$ cat config.mk
export PLATFORM = sky130hd
export DESIGN_NAME = avc_length_prefix_to_start_code_flat
export DESIGN_NICKNAME = d
export VERILOG_FILES = /design/src/hdl/avclp_pkg.sv /design/src/hdl/avclp_if.sv /design/src/hdl/avclp_parser.sv /design/src/hdl/avclp_serializer.sv /design/src/hdl/avc_length_prefix_to_start_code.sv /design/src/flat_wrapper.sv
export SDC_FILE = /design/constraint.sdc
export NUM_CORES = 1
export LEC_CHECK = 0
export ABC_AREA = 1
export BUFFER_PORTS_ARGS = -buffer_cell sky130_fd_sc_hd__buf_2
export CORE_ASPECT_RATIO = 0.7
export CORE_MARGIN = 5
export CORE_UTILIZATION = 30
export CTS_BUF_LIST = sky130_fd_sc_hd__clkbuf_2 sky130_fd_sc_hd__clkbuf_4 sky130_fd_sc_hd__clkbuf_8
export CTS_CLUSTER_DIAMETER = 60
export CTS_CLUSTER_SIZE = 12
export DETAILED_ROUTE_END_ITERATION = 12
export GPL_ROUTABILITY_DRIVEN = 1
export MAX_ROUTING_LAYER = met4
export PLACE_DENSITY = 0.49
export SLEW_MARGIN = 20
export SYNTH_ARGS = -nofsm -noshare
export SYNTH_HDL_FRONTEND = slang
export SYNTH_SLANG_ARGS = --single-unit
$ cat constraint.sdc
create_clock -name clk_i -period 2.55 [get_ports clk_i]
set_input_delay 0.1275 -clock clk_i [delete_from_list [all_inputs] [get_ports clk_i]]
set_output_delay 0.1275 -clock clk_i [all_outputs]
set_load 0.02 [all_outputs]
$ cat src/hdl/avclp_pkg.sv
// avclp_pkg: shared types and constants of the length-prefix to start-code converter
// no dependencies; imported by every module of the block
package avclp_pkg;

  // codec id of AVC in the low nibble of payload byte 0
  localparam logic [3:0] AVC_CODEC = 4'd7;

  // packet types of the AVC video tag
  localparam logic [7:0] PKT_CONFIG = 8'd0;
  localparam logic [7:0] PKT_NALU   = 8'd1;

  // header offsets inside the tag payload
  localparam logic [3:0] NAL_HDR_LAST  = 4'd4;
  localparam logic [3:0] CFG_LEN_SIZE  = 4'd9;
  localparam logic [3:0] CFG_HDR_LAST  = 4'd10;
  localparam logic [3:0] OFFSET_SAT    = 4'd15;

  // parameter set length fields are two bytes wide
  localparam logic [2:0] PS_LEN_BYTES  = 3'd2;
  localparam logic [2:0] LEN_SIZE_RST  = 3'd4;

  // start code bytes
  localparam logic [7:0] SC_ZERO_BYTE  = 8'h00;
  localparam logic [7:0] SC_LAST_BYTE  = 8'h01;
  localparam logic [1:0] SC_LAST_IDX   = 2'd3;

  // unit kinds
  localparam logic [1:0] KIND_SPS = 2'd0;
  localparam logic [1:0] KIND_PPS = 2'd1;
  localparam logic [1:0] KIND_NAL = 2'd2;

  // parser phases
  typedef enum logic [3:0] {
    PH_CODEC,
    PH_TYPE,
    PH_NAL_HDR,
    PH_PREFIX,
    PH_NAL_DATA,
    PH_CFG_HDR,
    PH_SPS_LEN,
    PH_SPS_DATA,
    PH_PPS_CNT,
    PH_PPS_LEN,
    PH_PPS_DATA,
    PH_IGNORE
  } phase_e;

  // one result group: a four-beat start code or a single data beat
  typedef struct packed {
    logic       sc;
    logic [1:0] kind;
    logic [7:0] data;
    logic       unit_end;
    logic       truncated;
  } grp_t;

endpackage

$ cat src/hdl/avclp_if.sv
// avclp_in_if / avclp_out_if: valid-ready channels of the converter
// depends on nothing; used by the top level and the bench side
interface avclp_in_if;
  logic       valid;
  logic       ready;
  logic [7:0] tag_byte;
  logic       last_of_tag;

  modport source (output valid, output tag_byte, output last_of_tag, input ready);
  modport sink   (input valid, input tag_byte, input last_of_tag, output ready);
endinterface

interface avclp_out_if;
  logic       valid;
  logic       ready;
  logic [7:0] stream_byte;
  logic       is_start_code;
  logic [1:0] unit_kind;
  logic       unit_end;
  logic       truncated;
  logic       last;

  modport source (output valid, output stream_byte, output is_start_code,
                  output unit_kind, output unit_end, output truncated,
                  output last, input ready);
  modport sink   (input valid, input stream_byte, input is_start_code,
                  input unit_kind, input unit_end, input truncated,
                  input last, output ready);
endinterface

$ cat src/hdl/avclp_parser.sv
// avclp_parser: input register and tag payload parser
// depends on avclp_pkg; hands at most one result group per input beat to avclp_serializer
module avclp_parser (
  input  logic          clk_i,
  input  logic          rst_ni,
  input  logic          in_valid_i,
  output logic          in_ready_o,
  input  logic [7:0]    tag_byte_i,
  input  logic          last_of_tag_i,
  input  logic          take_i,
  output logic          grp_valid_o,
  output avclp_pkg::grp_t grp_o
);
  import avclp_pkg::*;

  // input register
  logic        in_vld_q;
  logic [7:0]  in_byte_q;
  logic        in_last_q;
  logic        fire;

  // parser state
  phase_e      phase_q, phase_d;
  logic [3:0]  offset_q, offset_d;
  logic [2:0]  len_size_q, len_size_d;
  logic [31:0] accum_q, accum_d;
  logic [31:0] left_q, left_d;
  logic [2:0]  cnt_q, cnt_d;

  // shared helpers
  logic [31:0] accum_shift;
  logic [2:0]  cnt_inc;
  logic        prefix_done;
  logic        pair_done;
  logic [31:0] unit_len;
  logic        len_zero;
  logic [31:0] left_dec;
  logic        dat_done;
  logic        sc_tr;
  logic        has_grp;

  assign fire       = in_vld_q && take_i;
  assign in_ready_o = !in_vld_q || fire;

  // input beat register
  always_ff @(posedge clk_i or negedge rst_ni) begin
    if (!rst_ni) begin
      in_vld_q <= 1'b0;
    end else if (in_ready_o) begin
      in_vld_q <= in_valid_i;
    end
  end

  always_ff @(posedge clk_i) begin
    if (in_ready_o && in_valid_i) begin
      in_byte_q <= tag_byte_i;
      in_last_q <= last_of_tag_i;
    end
  end

  // length accumulation and unit countdown
  assign accum_shift = {accum_q[23:0], in_byte_q};
  assign cnt_inc     = cnt_q + 3'd1;
  assign prefix_done = cnt_inc >= len_size_q;
  assign pair_done   = cnt_inc >= PS_LEN_BYTES;
  assign unit_len    = (phase_q == PH_PREFIX) ? accum_shift : {16'd0, accum_shift[15:0]};
  assign len_zero    = unit_len == 32'd0;
  assign left_dec    = left_q - 32'd1;
  assign dat_done    = left_dec == 32'd0;
  assign sc_tr       = !len_zero && in_last_q;

  // next state
  always_comb begin
    phase_d    = phase_q;
    offset_d   = (offset_q != OFFSET_SAT) ? offset_q + 4'd1 : offset_q;
    len_size_d = len_size_q;
    accum_d    = accum_q;
    left_d     = left_q;
    cnt_d      = cnt_q;
    case (phase_q)
      PH_CODEC: begin
        phase_d = (in_byte_q[3:0] == AVC_CODEC) ? PH_TYPE : PH_IGNORE;
      end
      PH_TYPE: begin
        if (in_byte_q == PKT_CONFIG) begin
          phase_d = PH_CFG_HDR;
        end else if (in_byte_q == PKT_NALU) begin
          phase_d = PH_NAL_HDR;
        end else begin
          phase_d = PH_IGNORE;
        end
      end
      PH_NAL_HDR: begin
        if (offset_q >= NAL_HDR_LAST) begin
          phase_d = PH_PREFIX;
          cnt_d   = 3'd0;
          accum_d = 32'd0;
        end
      end
      PH_PREFIX: begin
        accum_d = accum_shift;
        cnt_d   = cnt_inc;
        if (prefix_done) begin
          phase_d = len_zero ? PH_PREFIX : PH_NAL_DATA;
          left_d  = unit_len;
          cnt_d   = 3'd0;
          accum_d = 32'd0;
        end
      end
      PH_CFG_HDR: begin
        if (offset_q == CFG_LEN_SIZE) begin
          len_size_d = {1'b0, in_byte_q[1:0]} + 3'd1;
        end
        if (offset_q >= CFG_HDR_LAST) begin
          phase_d = PH_SPS_LEN;
          cnt_d   = 3'd0;
          accum_d = 32'd0;
        end
      end
      PH_SPS_LEN, PH_PPS_LEN: begin
        accum_d = {16'd0, accum_shift[15:0]};
        cnt_d   = cnt_inc;
        if (pair_done) begin
          if (phase_q == PH_SPS_LEN) begin
            phase_d = len_zero ? PH_PPS_CNT : PH_SPS_DATA;
          end else begin
            phase_d = len_zero ? PH_IGNORE : PH_PPS_DATA;
          end
          left_d  = unit_len;
          cnt_d   = 3'd0;
          accum_d = 32'd0;
        end
      end
      PH_NAL_DATA: begin
        left_d = left_dec;
        if (dat_done) phase_d = PH_PREFIX;
      end
      PH_SPS_DATA: begin
        left_d = left_dec;
        if (dat_done) phase_d = PH_PPS_CNT;
      end
      PH_PPS_DATA: begin
        left_d = left_dec;
        if (dat_done) phase_d = PH_IGNORE;
      end
      PH_PPS_CNT: begin
        phase_d = PH_PPS_LEN;
        cnt_d   = 3'd0;
        accum_d = 32'd0;
      end
      default: begin
        phase_d = PH_IGNORE;
      end
    endcase
    // end of tag drops everything but the length size
    if (in_last_q) begin
      phase_d  = PH_CODEC;
      offset_d = 4'd0;
      accum_d  = 32'd0;
      left_d   = 32'd0;
      cnt_d    = 3'd0;
    end
  end

  // result group for this beat
  always_comb begin
    has_grp         = 1'b0;
    grp_o.sc        = 1'b1;
    grp_o.kind      = KIND_NAL;
    grp_o.data      = in_byte_q;
    grp_o.unit_end  = len_zero || sc_tr;
    grp_o.truncated = sc_tr;
    case (phase_q)
      PH_PREFIX: begin
        has_grp = prefix_done;
      end
      PH_SPS_LEN: begin
        has_grp    = pair_done;
        grp_o.kind = KIND_SPS;
      end
      PH_PPS_LEN: begin
        has_grp    = pair_done;
        grp_o.kind = KIND_PPS;
      end
      PH_NAL_DATA, PH_SPS_DATA, PH_PPS_DATA: begin
        has_grp         = 1'b1;
        grp_o.sc        = 1'b0;
        grp_o.kind      = (phase_q == PH_SPS_DATA) ? KIND_SPS :
                          (phase_q == PH_PPS_DATA) ? KIND_PPS : KIND_NAL;
        grp_o.unit_end  = dat_done || in_last_q;
        grp_o.truncated = !dat_done && in_last_q;
      end
      default: begin
        has_grp = 1'b0;
      end
    endcase
  end

  assign grp_valid_o = in_vld_q && has_grp;

  // state registers
  always_ff @(posedge clk_i or negedge rst_ni) begin
    if (!rst_ni) begin
      phase_q    <= PH_CODEC;
      offset_q   <= 4'd0;
      len_size_q <= LEN_SIZE_RST;
      accum_q    <= 32'd0;
      left_q     <= 32'd0;
      cnt_q      <= 3'd0;
    end else if (fire) begin
      phase_q    <= phase_d;
      offset_q   <= offset_d;
      len_size_q <= len_size_d;
      accum_q    <= accum_d;
      left_q     <= left_d;
      cnt_q      <= cnt_d;
    end
  end

endmodule

$ cat src/hdl/avclp_serializer.sv
// avclp_serializer: result register that plays out one group as one or four beats
// depends on avclp_pkg; fed by avclp_parser
module avclp_serializer (
  input  logic          clk_i,
  input  logic          rst_ni,
  input  logic          grp_valid_i,
  input  avclp_pkg::grp_t grp_i,
  output logic          take_o,
  output logic          out_valid_o,
  input  logic          out_ready_i,
  output logic [7:0]    stream_byte_o,
  output logic          is_start_code_o,
  output logic [1:0]    unit_kind_o,
  output logic          unit_end_o,
  output logic          truncated_o,
  output logic          last_o
);
  import avclp_pkg::*;

  logic       vld_q;
  grp_t       grp_q;
  logic [1:0] idx_q;
  logic       final_beat;

  assign final_beat = !grp_q.sc || (idx_q == SC_LAST_IDX);
  assign take_o     = !vld_q || (out_ready_i && final_beat);

  // group register and beat index
  always_ff @(posedge clk_i or negedge rst_ni) begin
    if (!rst_ni) begin
      vld_q <= 1'b0;
      idx_q <= 2'd0;
    end else if (take_o) begin
      vld_q <= grp_valid_i;
      idx_q <= 2'd0;
    end else if (out_ready_i) begin
      idx_q <= idx_q + 2'd1;
    end
  end

  always_ff @(posedge clk_i) begin
    if (take_o && grp_valid_i) begin
      grp_q <= grp_i;
    end
  end

  // beat payload
  assign out_valid_o     = vld_q;
  assign stream_byte_o   = !grp_q.sc ? grp_q.data :
                           (idx_q == SC_LAST_IDX) ? SC_LAST_BYTE : SC_ZERO_BYTE;
  assign is_start_code_o = grp_q.sc;
  assign unit_kind_o     = grp_q.kind;
  assign unit_end_o      = final_beat && grp_q.unit_end;
  assign truncated_o     = final_beat && grp_q.truncated;
  assign last_o          = final_beat;

endmodule

$ cat src/hdl/avc_length_prefix_to_start_code.sv
// avc_length_prefix_to_start_code: FLV video tag payload to Annex B byte stream
// path: parser input register, then serializer group register, to the first output beat
// throughput: one input beat per cycle for header and unit data bytes when not stalled;
//   the last byte of a length prefix plays out a four-beat start code, holding the input
// reset: asynchronous, clears the parser to wait for a codec byte, length size to 4
// depends on avclp_pkg, avclp_if, avclp_parser, avclp_serializer
module avc_length_prefix_to_start_code (
  input  logic        clk_i,
  input  logic        rst_ni,
  avclp_in_if.sink    in_i,
  avclp_out_if.source out_o
);
  import avclp_pkg::*;

  logic take;
  logic grp_valid;
  grp_t grp;

  // parser stage
  avclp_parser u_parser (
    .clk_i         (clk_i),
    .rst_ni        (rst_ni),
    .in_valid_i    (in_i.valid),
    .in_ready_o    (in_i.ready),
    .tag_byte_i    (in_i.tag_byte),
    .last_of_tag_i (in_i.last_of_tag),
    .take_i        (take),
    .grp_valid_o   (grp_valid),
    .grp_o         (grp)
  );

  // output stage
  avclp_serializer u_serializer (
    .clk_i           (clk_i),
    .rst_ni          (rst_ni),
    .grp_valid_i     (grp_valid),
    .grp_i           (grp),
    .take_o          (take),
    .out_valid_o     (out_o.valid),
    .out_ready_i     (out_o.ready),
    .stream_byte_o   (out_o.stream_byte),
    .is_start_code_o (out_o.is_start_code),
    .unit_kind_o     (out_o.unit_kind),
    .unit_end_o      (out_o.unit_end),
    .truncated_o     (out_o.truncated),
    .last_o          (out_o.last)
  );

endmodule

$ cat src/flat_wrapper.sv
// flat-port wrapper written by rule: the top's interface ports become plain ports
module avc_length_prefix_to_start_code_flat import avclp_pkg::*;
  (clk_i, rst_ni, in_i_valid, in_i_tag_byte, in_i_last_of_tag, in_i_ready, out_o_valid, out_o_stream_byte, out_o_is_start_code, out_o_unit_kind, out_o_unit_end, out_o_truncated, out_o_last, out_o_ready);
  avclp_in_if in_i_i ();
  avclp_out_if out_o_i ();
  input  logic clk_i;
  input  logic rst_ni;
  input wire logic [$bits(in_i_i.valid)-1:0] in_i_valid;
  input wire logic [$bits(in_i_i.tag_byte)-1:0] in_i_tag_byte;
  input wire logic [$bits(in_i_i.last_of_tag)-1:0] in_i_last_of_tag;
  output wire logic [$bits(in_i_i.ready)-1:0] in_i_ready;
  output wire logic [$bits(out_o_i.valid)-1:0] out_o_valid;
  output wire logic [$bits(out_o_i.stream_byte)-1:0] out_o_stream_byte;
  output wire logic [$bits(out_o_i.is_start_code)-1:0] out_o_is_start_code;
  output wire logic [$bits(out_o_i.unit_kind)-1:0] out_o_unit_kind;
  output wire logic [$bits(out_o_i.unit_end)-1:0] out_o_unit_end;
  output wire logic [$bits(out_o_i.truncated)-1:0] out_o_truncated;
  output wire logic [$bits(out_o_i.last)-1:0] out_o_last;
  input wire logic [$bits(out_o_i.ready)-1:0] out_o_ready;
  assign in_i_i.valid = in_i_valid;
  assign in_i_i.tag_byte = in_i_tag_byte;
  assign in_i_i.last_of_tag = in_i_last_of_tag;
  assign in_i_ready = in_i_i.ready;
  assign out_o_valid = out_o_i.valid;
  assign out_o_stream_byte = out_o_i.stream_byte;
  assign out_o_is_start_code = out_o_i.is_start_code;
  assign out_o_unit_kind = out_o_i.unit_kind;
  assign out_o_unit_end = out_o_i.unit_end;
  assign out_o_truncated = out_o_i.truncated;
  assign out_o_last = out_o_i.last;
  assign out_o_i.ready = out_o_ready;
  avc_length_prefix_to_start_code u_core (.clk_i(clk_i), .rst_ni(rst_ni), .in_i(in_i_i), .out_o(out_o_i));
endmodule
Word-level counts from Yosys, hierarchy flattened
Cells that the tools add are included.

cells by class
  order comparisons = 4
  equality and inequality tests = 22
  reduce and logical (&&, ||, !) cells = 34
  mux-type cells = 45
  $add $sub $neg = 5

operator list
  kind                                                                   number
  32-bit two-way mux                                                     4
  24-bit one-hot mux with 5 select lines                                 1
  24-bit two-way mux                                                     4
  32-bit one-hot mux with 3 select lines                                 1
  32-bit logical NOT                                                     2
  4-bit two-way mux                                                      15
  4-bit one-hot mux with 10 select lines                                 1
  32-bit by 1-bit subtractor with 32-bit output, second input constant   1
  4-bit by 3-bit equality test with 1-bit output, second input constant  5
  3-bit two-way mux                                                      6
  3-bit inequality test, second input constant                           6
  4-bit equality test, second input constant                             4
  16-bit two-way mux                                                     1
  3-bit one-hot mux with 5 select lines                                  1
  2-bit two-way mux                                                      5
  1-bit logical AND                                                      9
  4-bit by 2-bit equality test with 1-bit output, second input constant  2
  8-bit by 1-bit equality test with 1-bit output, second input constant  1
  8-bit logical NOT                                                      1
  8-bit two-way mux                                                      1
  4-bit AND reduction                                                    2
  8-bit AND reduction                                                    1
  2-bit one-hot mux with 3 select lines                                  1
  6-bit nonzero test                                                     1
  other kinds (23)                                                       34

storage, ports and cells
  input port bits = 13
  word-level logic and storage cells = 126
  bits in registers = 96
  output and inout bits = 16

Logic depth before layout (Yosys ltp)
  depth in word-level cells = 8
  gate-level depth with buffers = 17
  gate-level depth less buffers = 17

By module
Synthesis repeated with hierarchy kept, for this count alone.

second synthesis, totals
  cell total of the unflattened synthesis = 774
  area, all modules = 5,891.9 µm²

by module, submodules not included
  module            cells an instance  times used  seq. area each (µm²)  area each (µm²)
  avclp_parser      713                1           2,048.2               5,211.2
  avclp_serializer  61                 1           465.4                 680.7

Least setup slack after synthesis
No wires, ideal clock.

  path type = reg-to-reg
  start point = register u_core.u_parser.cnt_q[0]
  end point = register u_core.u_parser.phase_q[1]
  data arrival time = 2.202 ns
  path slack = 0.231 ns
  library setup time = 0.117 ns
  stages on the path, launching flop included = 13
  cell sequence = dfrtp_1 ha_1 xor2_1 ha_1 nand2_1 o21ai_0 a31oi_1 nand3_1 nand2_1 nor3_1 nand2_2 nand2_1 nand2_1

on the way
  word-level cells in the longest chain between the ends = 4
  elaborated cells on any way between the ends = 6
  those cells by class = add/sub: 1; order compare: 2; eq/ne: 2; reduce/logical: 1

ends and longest elaborated chain
  item                                                                                                        line                                    text
  start, declared                                                                                             avclp_parser.sv:28                      logic [2:0] cnt_q, cnt_d;
  start signal, assigned                                                                                      avclp_parser.sv:216                     cnt_q <= cnt_d;
  3-bit by 1-bit adder with 3-bit output (*)                                                                  avclp_parser.sv:63                      assign cnt_inc = cnt_q + 3'd1;
  3-bit >= comparator / 3-bit by 2-bit >= comparator with 1-bit output (equally long branches)                avclp_parser.sv:64, avclp_parser.sv:65
  3-bit inequality test (no line) / 3-bit by 1-bit inequality test with 1-bit output (equally long branches)  n/a
  8-bit AND reduction (no line) (*)                                                                           n/a
  end signal, assigned                                                                                        avclp_parser.sv:211                     phase_q <= phase_d;
  end, declared                                                                                               avclp_parser.sv:23                      phase_e phase_q, phase_d;

Every way passes the cells marked *; elsewhere a longest branch is shown, timed or not.
A chain may end at the register's enable or synchronous reset.

Final worst setup path
  start point = register u_core.u_parser.phase_q[2]
  end point = register u_core.u_parser.phase_q[0]

on the way
  word-level cells in the longest chain between the ends = 8
  elaborated cells on any way between the ends = 30
  those cells by class = eq/ne: 17; mux: 9; reduce/logical: 4

ends and longest elaborated chain
  item                                                           line                                      text
  4-bit by 2-bit equality test with 1-bit output                 avclp_parser.sv:66, avclp_parser.sv:80
  32-bit two-way mux                                             avclp_parser.sv:66                        assign unit_len = (phase_q == PH_PREFIX) ? accum_shift : {16'd0, accum_shift[15:0]};
  32-bit logical NOT                                             avclp_parser.sv:67                        assign len_zero = unit_len == 32'd0;
  1-bit two-way mux / 4-bit two-way mux (equally long branches)  avclp_parser.sv:127, avclp_parser.sv:125
  4-bit two-way mux                                              avclp_parser.sv:124                       if (phase_q == PH_SPS_LEN) begin
  4-bit two-way mux                                              avclp_parser.sv:123                       if (pair_done) begin
  4-bit one-hot mux with 10 select lines                         avclp_parser.sv:80                        case (phase_q)
  4-bit two-way mux                                              avclp_parser.sv:156                       if (in_last_q) begin

Several ways; a longest one is shown, not always the timed one. The select of a mux whose other input is x is not followed.

==> results by group <==
STA
  – Tcrit/Tclk final: 96.7%
  – RSZ-0062 raised after global routing: true
  – Slew margin rel.: 48.4%
  – Slew @ Worst Pin: 771 ps
  – Max Fclk: 406 MHz
  – Hold Fails Final Rpt: 0
  – Worst clock skew: 22.0 ps
  – Post-layout min period: 2470 ps
  – Smallest hold slack: 215 ps
  – Slew Limit Fails: 0
  – Final setup vio count: 0

Logic synthesis
  – Syn nets: 796
  – Synth Area in Adders: 2.98%
  – XOR/XNOR Fraction of Synth Area: 0.746%
  – Yosys warns: 0
  – Post-Syn Instances: 769
  – Async SR Flop Fraction: 77.1%
  – Synth Area in Simple Gates: 28.9%
  – Largest family of logic cells by synthesized area: simple AND/OR/NAND/NOR gates
  – Post-synth top area share: 31.1%
  – Post-synth cell types: 46
  – Complex-gate fraction of the synthesized area: 14.0%
  – Register area share after synthesis: 42.8%
  – Mapped Area: 0.00587 mm2
  – Mux share of post-synthesis cell area: 0.554%
  – Most used DFF post-synth: dfrtp_1
  – Area leader, netlist: dfrtp_1
  – Post-synth EDFFs: 22
  – Synth area leaders: dfrtp_1, nand2_1, edfxtp_1
  – Mean post-synth cell area: 7.63 um2
  – #FFs+latches synth: 96

Floorplan
  – Core outline area: 0.0191 mm2
  – Chip width: 177 um
  – Initial core utilization: 30.8%
  – DIE AREA: 0.0225 mm2
  – Io pins: 29
  – # rows: 42
  – Die Height: 127 um

Finish
  – # fillers: 2026
  – P&R area growth vs syn: 18.5%
  – Layout cell share with drive strength beyond 1: 18.1%
  – Nets: 865
  – Fin cells: 1107
  – Post-route cell area: 0.00696 mm2
  – Antenna fix cells: 0

Setup path
  – Delay-heaviest family, CP: simple AND/OR/NAND/NOR gates
  – CP max stage cell: dfrtp_1
  – Startpoint Class: flip-flop
  – Crit path DAT: 2790 ps
  – Setup crit end kind: flip-flop
  – Delay of the slowest critical-path stage: 420 ps
  – Crit-path max FO: 9
  – CP bufs+invs: 2
  – Cell mode on critical path: nand2_1
  – CP Data Required Time: 2880 ps
  – Worst-path cell chain: inv_2, nand2_1, nor2_2, buf_4, nand2_1, nand4_1, nor2_1, nand3_2, ha_1, o211ai_1, nor2_1, a21oi_1, nand3_1, nand2_1
  – Kind of critical path: flip-flop to flip-flop

Global route
  – First-pass GRT wire length: 27.6 mm
  – Grt total ovfl: 0
  – Largest net degree at the start of global routing: 43
  – Global Route Usage Sum: 16.2%
  – Vias in the first global route: 4981
  – Initial antenna violation count: 0

Place
  – Gpl congestion: 0.890
  – Placed inst area: 0.00647 mm2
  – Post-DP HPWL: 13.0 mm
  – Cell total after placement: 1071
  – Port Buf Inserts: 28

Power and ir drop
  – Largest vdd supply drop: 0.414 mV
  – Static leakage: 3.34 nW
  – Seq pwr share: 28.2%
  – Overall power: 0.00725 W
  – Clock power share: 14.6%
  – Combinational Power Share: 57.2%
  – Switching share of power: 50.6%
  – Cell-internal power: 0.00358 W
  – Net Sw Power: 0.00366 W
  – PD cells: 1040 mW/mm2

Clock network
  – Clock-pin transition on the worst setup and hold timing paths: 120 ps
  – CTS HTree Levels: 3
  – Clock buffer depth: 2
  – Clock sink count: 96
  – Worst-Skew Late Latency: 400 ps
  – CTS tree: yes
  – Root buf cell: clkbuf_8
  – TritonCTS Buffers: 9

Job
  – Maxcap violations: 0

Detailed routing
  – Overall via count from detail_route: 5313
  – WL/cell: 15.5 um
  – Drt pass-1 iters: 7
  – WL final: 17.1 mm
  – Via-to-Cell Ratio: 4.80
  – Starting DRT DRC Count: 375
  – Routed Antenna Nets: 0
  – Post-detailed-route DRC marker count: 0

Run status
  – Status: finished, final reports clean

Hold path
  – Hold crit path type: input port to async pin
==> synthesized netlist by cell type (2+ instances only) <==
cell,count
nor2_1,102
nand4_1,12
inv_2,12
a21boi_0,4
o41ai_1,2
ha_1,14
dfrtp_1,73
nand2_1,179
clkbuf_1,5
xor2_1,4
buf_2,4
nor2_4,5
buf_6,4
nand3_1,55
nor2_2,7
nor3_1,12
o21ai_1,12
mux2_2,2
and2_1,2
a31oi_1,4
buf_4,7
o22ai_2,14
o211ai_1,5
nand2_2,7
nand2_4,2
o22ai_1,21
inv_1,106
o31ai_1,3
o21ai_0,42
edfxtp_1,22
a21oi_1,11
==> metrics by stage <==
stage	utilization [%]	setup slack, ps	setup TNS, ps
global route	36.5	-17.5	-48.2
global placement	33.9	-104	-198
floorplan	-	231	0
finish	36.5	85.0	0
CTS	35.9	18.6	0
detailed placement	33.9	-65.6	-365
==> path summary, 6_finish.rpt <==
| kind | to | from | slack [ps] | cells after the start |
|---|---|---|---|---|
| min in group clk_i | u_core.u_parser.in_byte_q[2] | in_i_tag_byte[2] | 430 | 2 |
| max reg2reg | u_core.u_parser.phase_q[0] | u_core.u_parser.phase_q[2] | 80 | 14 |
| max in group asynchronous | u_core.u_parser.cnt_q[1] | rst_ni | 1710 | 3 |
| max | u_core.u_parser.phase_q[0] | u_core.u_parser.phase_q[2] | 80 | 14 |
| min | u_core.u_parser.left_q[24] | rst_ni | 210 | 2 |
| min reg2reg | u_core.u_serializer.grp_q[9] | u_core.u_parser.in_byte_q[7] | 470 | 0 |
==> cells in the final DEF, fill, tap and decap left out, drive strengths merged, types with 3 or more instances in the layout <==
cell type    count
edfxtp          22
dlygate4sd3     12
o31ai            3
nand3           57
clkbuf           9
buf             66
a21oi           11
o21ai           54
o211ai           5
ha              14
a31oi            4
xor2             4
nor2           115
nand2          188
nor3            12
o22ai           35
nand4           12
inv            124
dfrtp           73
a21boi           4
==> metal layers <==
metal / vias to the layer above / global-route usage [%] / wire length [um]
met5: - / - / 0
met4: 0 / 3.37 / 173
met3: 17 / 2.84 / 964
met2: 169 / 20.5 / 6400
met1: 2471 / 26.2 / 9590
li1: 2656 / - / -
==> registers in the layout (all words and copies together), names as in the netlist <==
signal and cells:
u_core.u_parser.in_byte_q 8, u_core.u_serializer.unit_kind_o 2, u_core.u_serializer.idx_q 2, u_core.u_parser.cnt_q 3
u_core.u_serializer.grp_q 10, u_core.u_parser.offset_q 4, u_core.u_parser.left_q 32, u_core.u_parser.phase_q 4
u_core.u_parser.in_vld_q 1, u_core.u_parser.len_size_q 3, u_core.u_serializer.is_start_code_o 1, u_core.u_serializer.out_valid_o 1
u_core.u_parser.accum_q 24, u_core.u_parser.in_last_q 1
==> power groups by stage <==
stage | combinational [W] | clock [W] | sequential [W]
final | 0.00415 | 0.00106 | 0.00204
after global routing | 0.00466 | 0.00116 | 0.00208
after CTS | 0.00393 | 0.00110 | 0.00204
after detailed placement | 0.00387 | 0 | 0.00207
after global placement | 0.00389 | 0 | 0.00208
after floorplan | 0.00273 | 0 | 0.00202
==> area by class of cell <==
type	count	area, um2	share of cell area (%)
multi-input cells	534	2860	41.2
flip-flops and latches	96	2510	36.1
repair buffers	78	593	8.53
inverters	119	452	6.49
well taps	264	330	4.75
clock buffers	9	124	1.78
clock inverters	7	81.3	1.17
==> cells by family after synthesis <==
group,after synthesis
AOI/OAI and AO/OA,125
buffers and inverters,139
adders and majority gates,14
muxes,3
xor gates and xnor gates,5
DFF,96
and+or+nand+nor,387
==> timing repair <==
item | 4_1_cts | 5_1_grt
hold buffers | 12 | 0
hold endpoints to repair | 43 | 0
setup buffers | 3 | 5
pin swaps | 2 | 5
gates resized for setup | 6 | 23
setup endpoints to repair | 26 | 61
No activity file was read; power rests on OpenSTA's default activity.
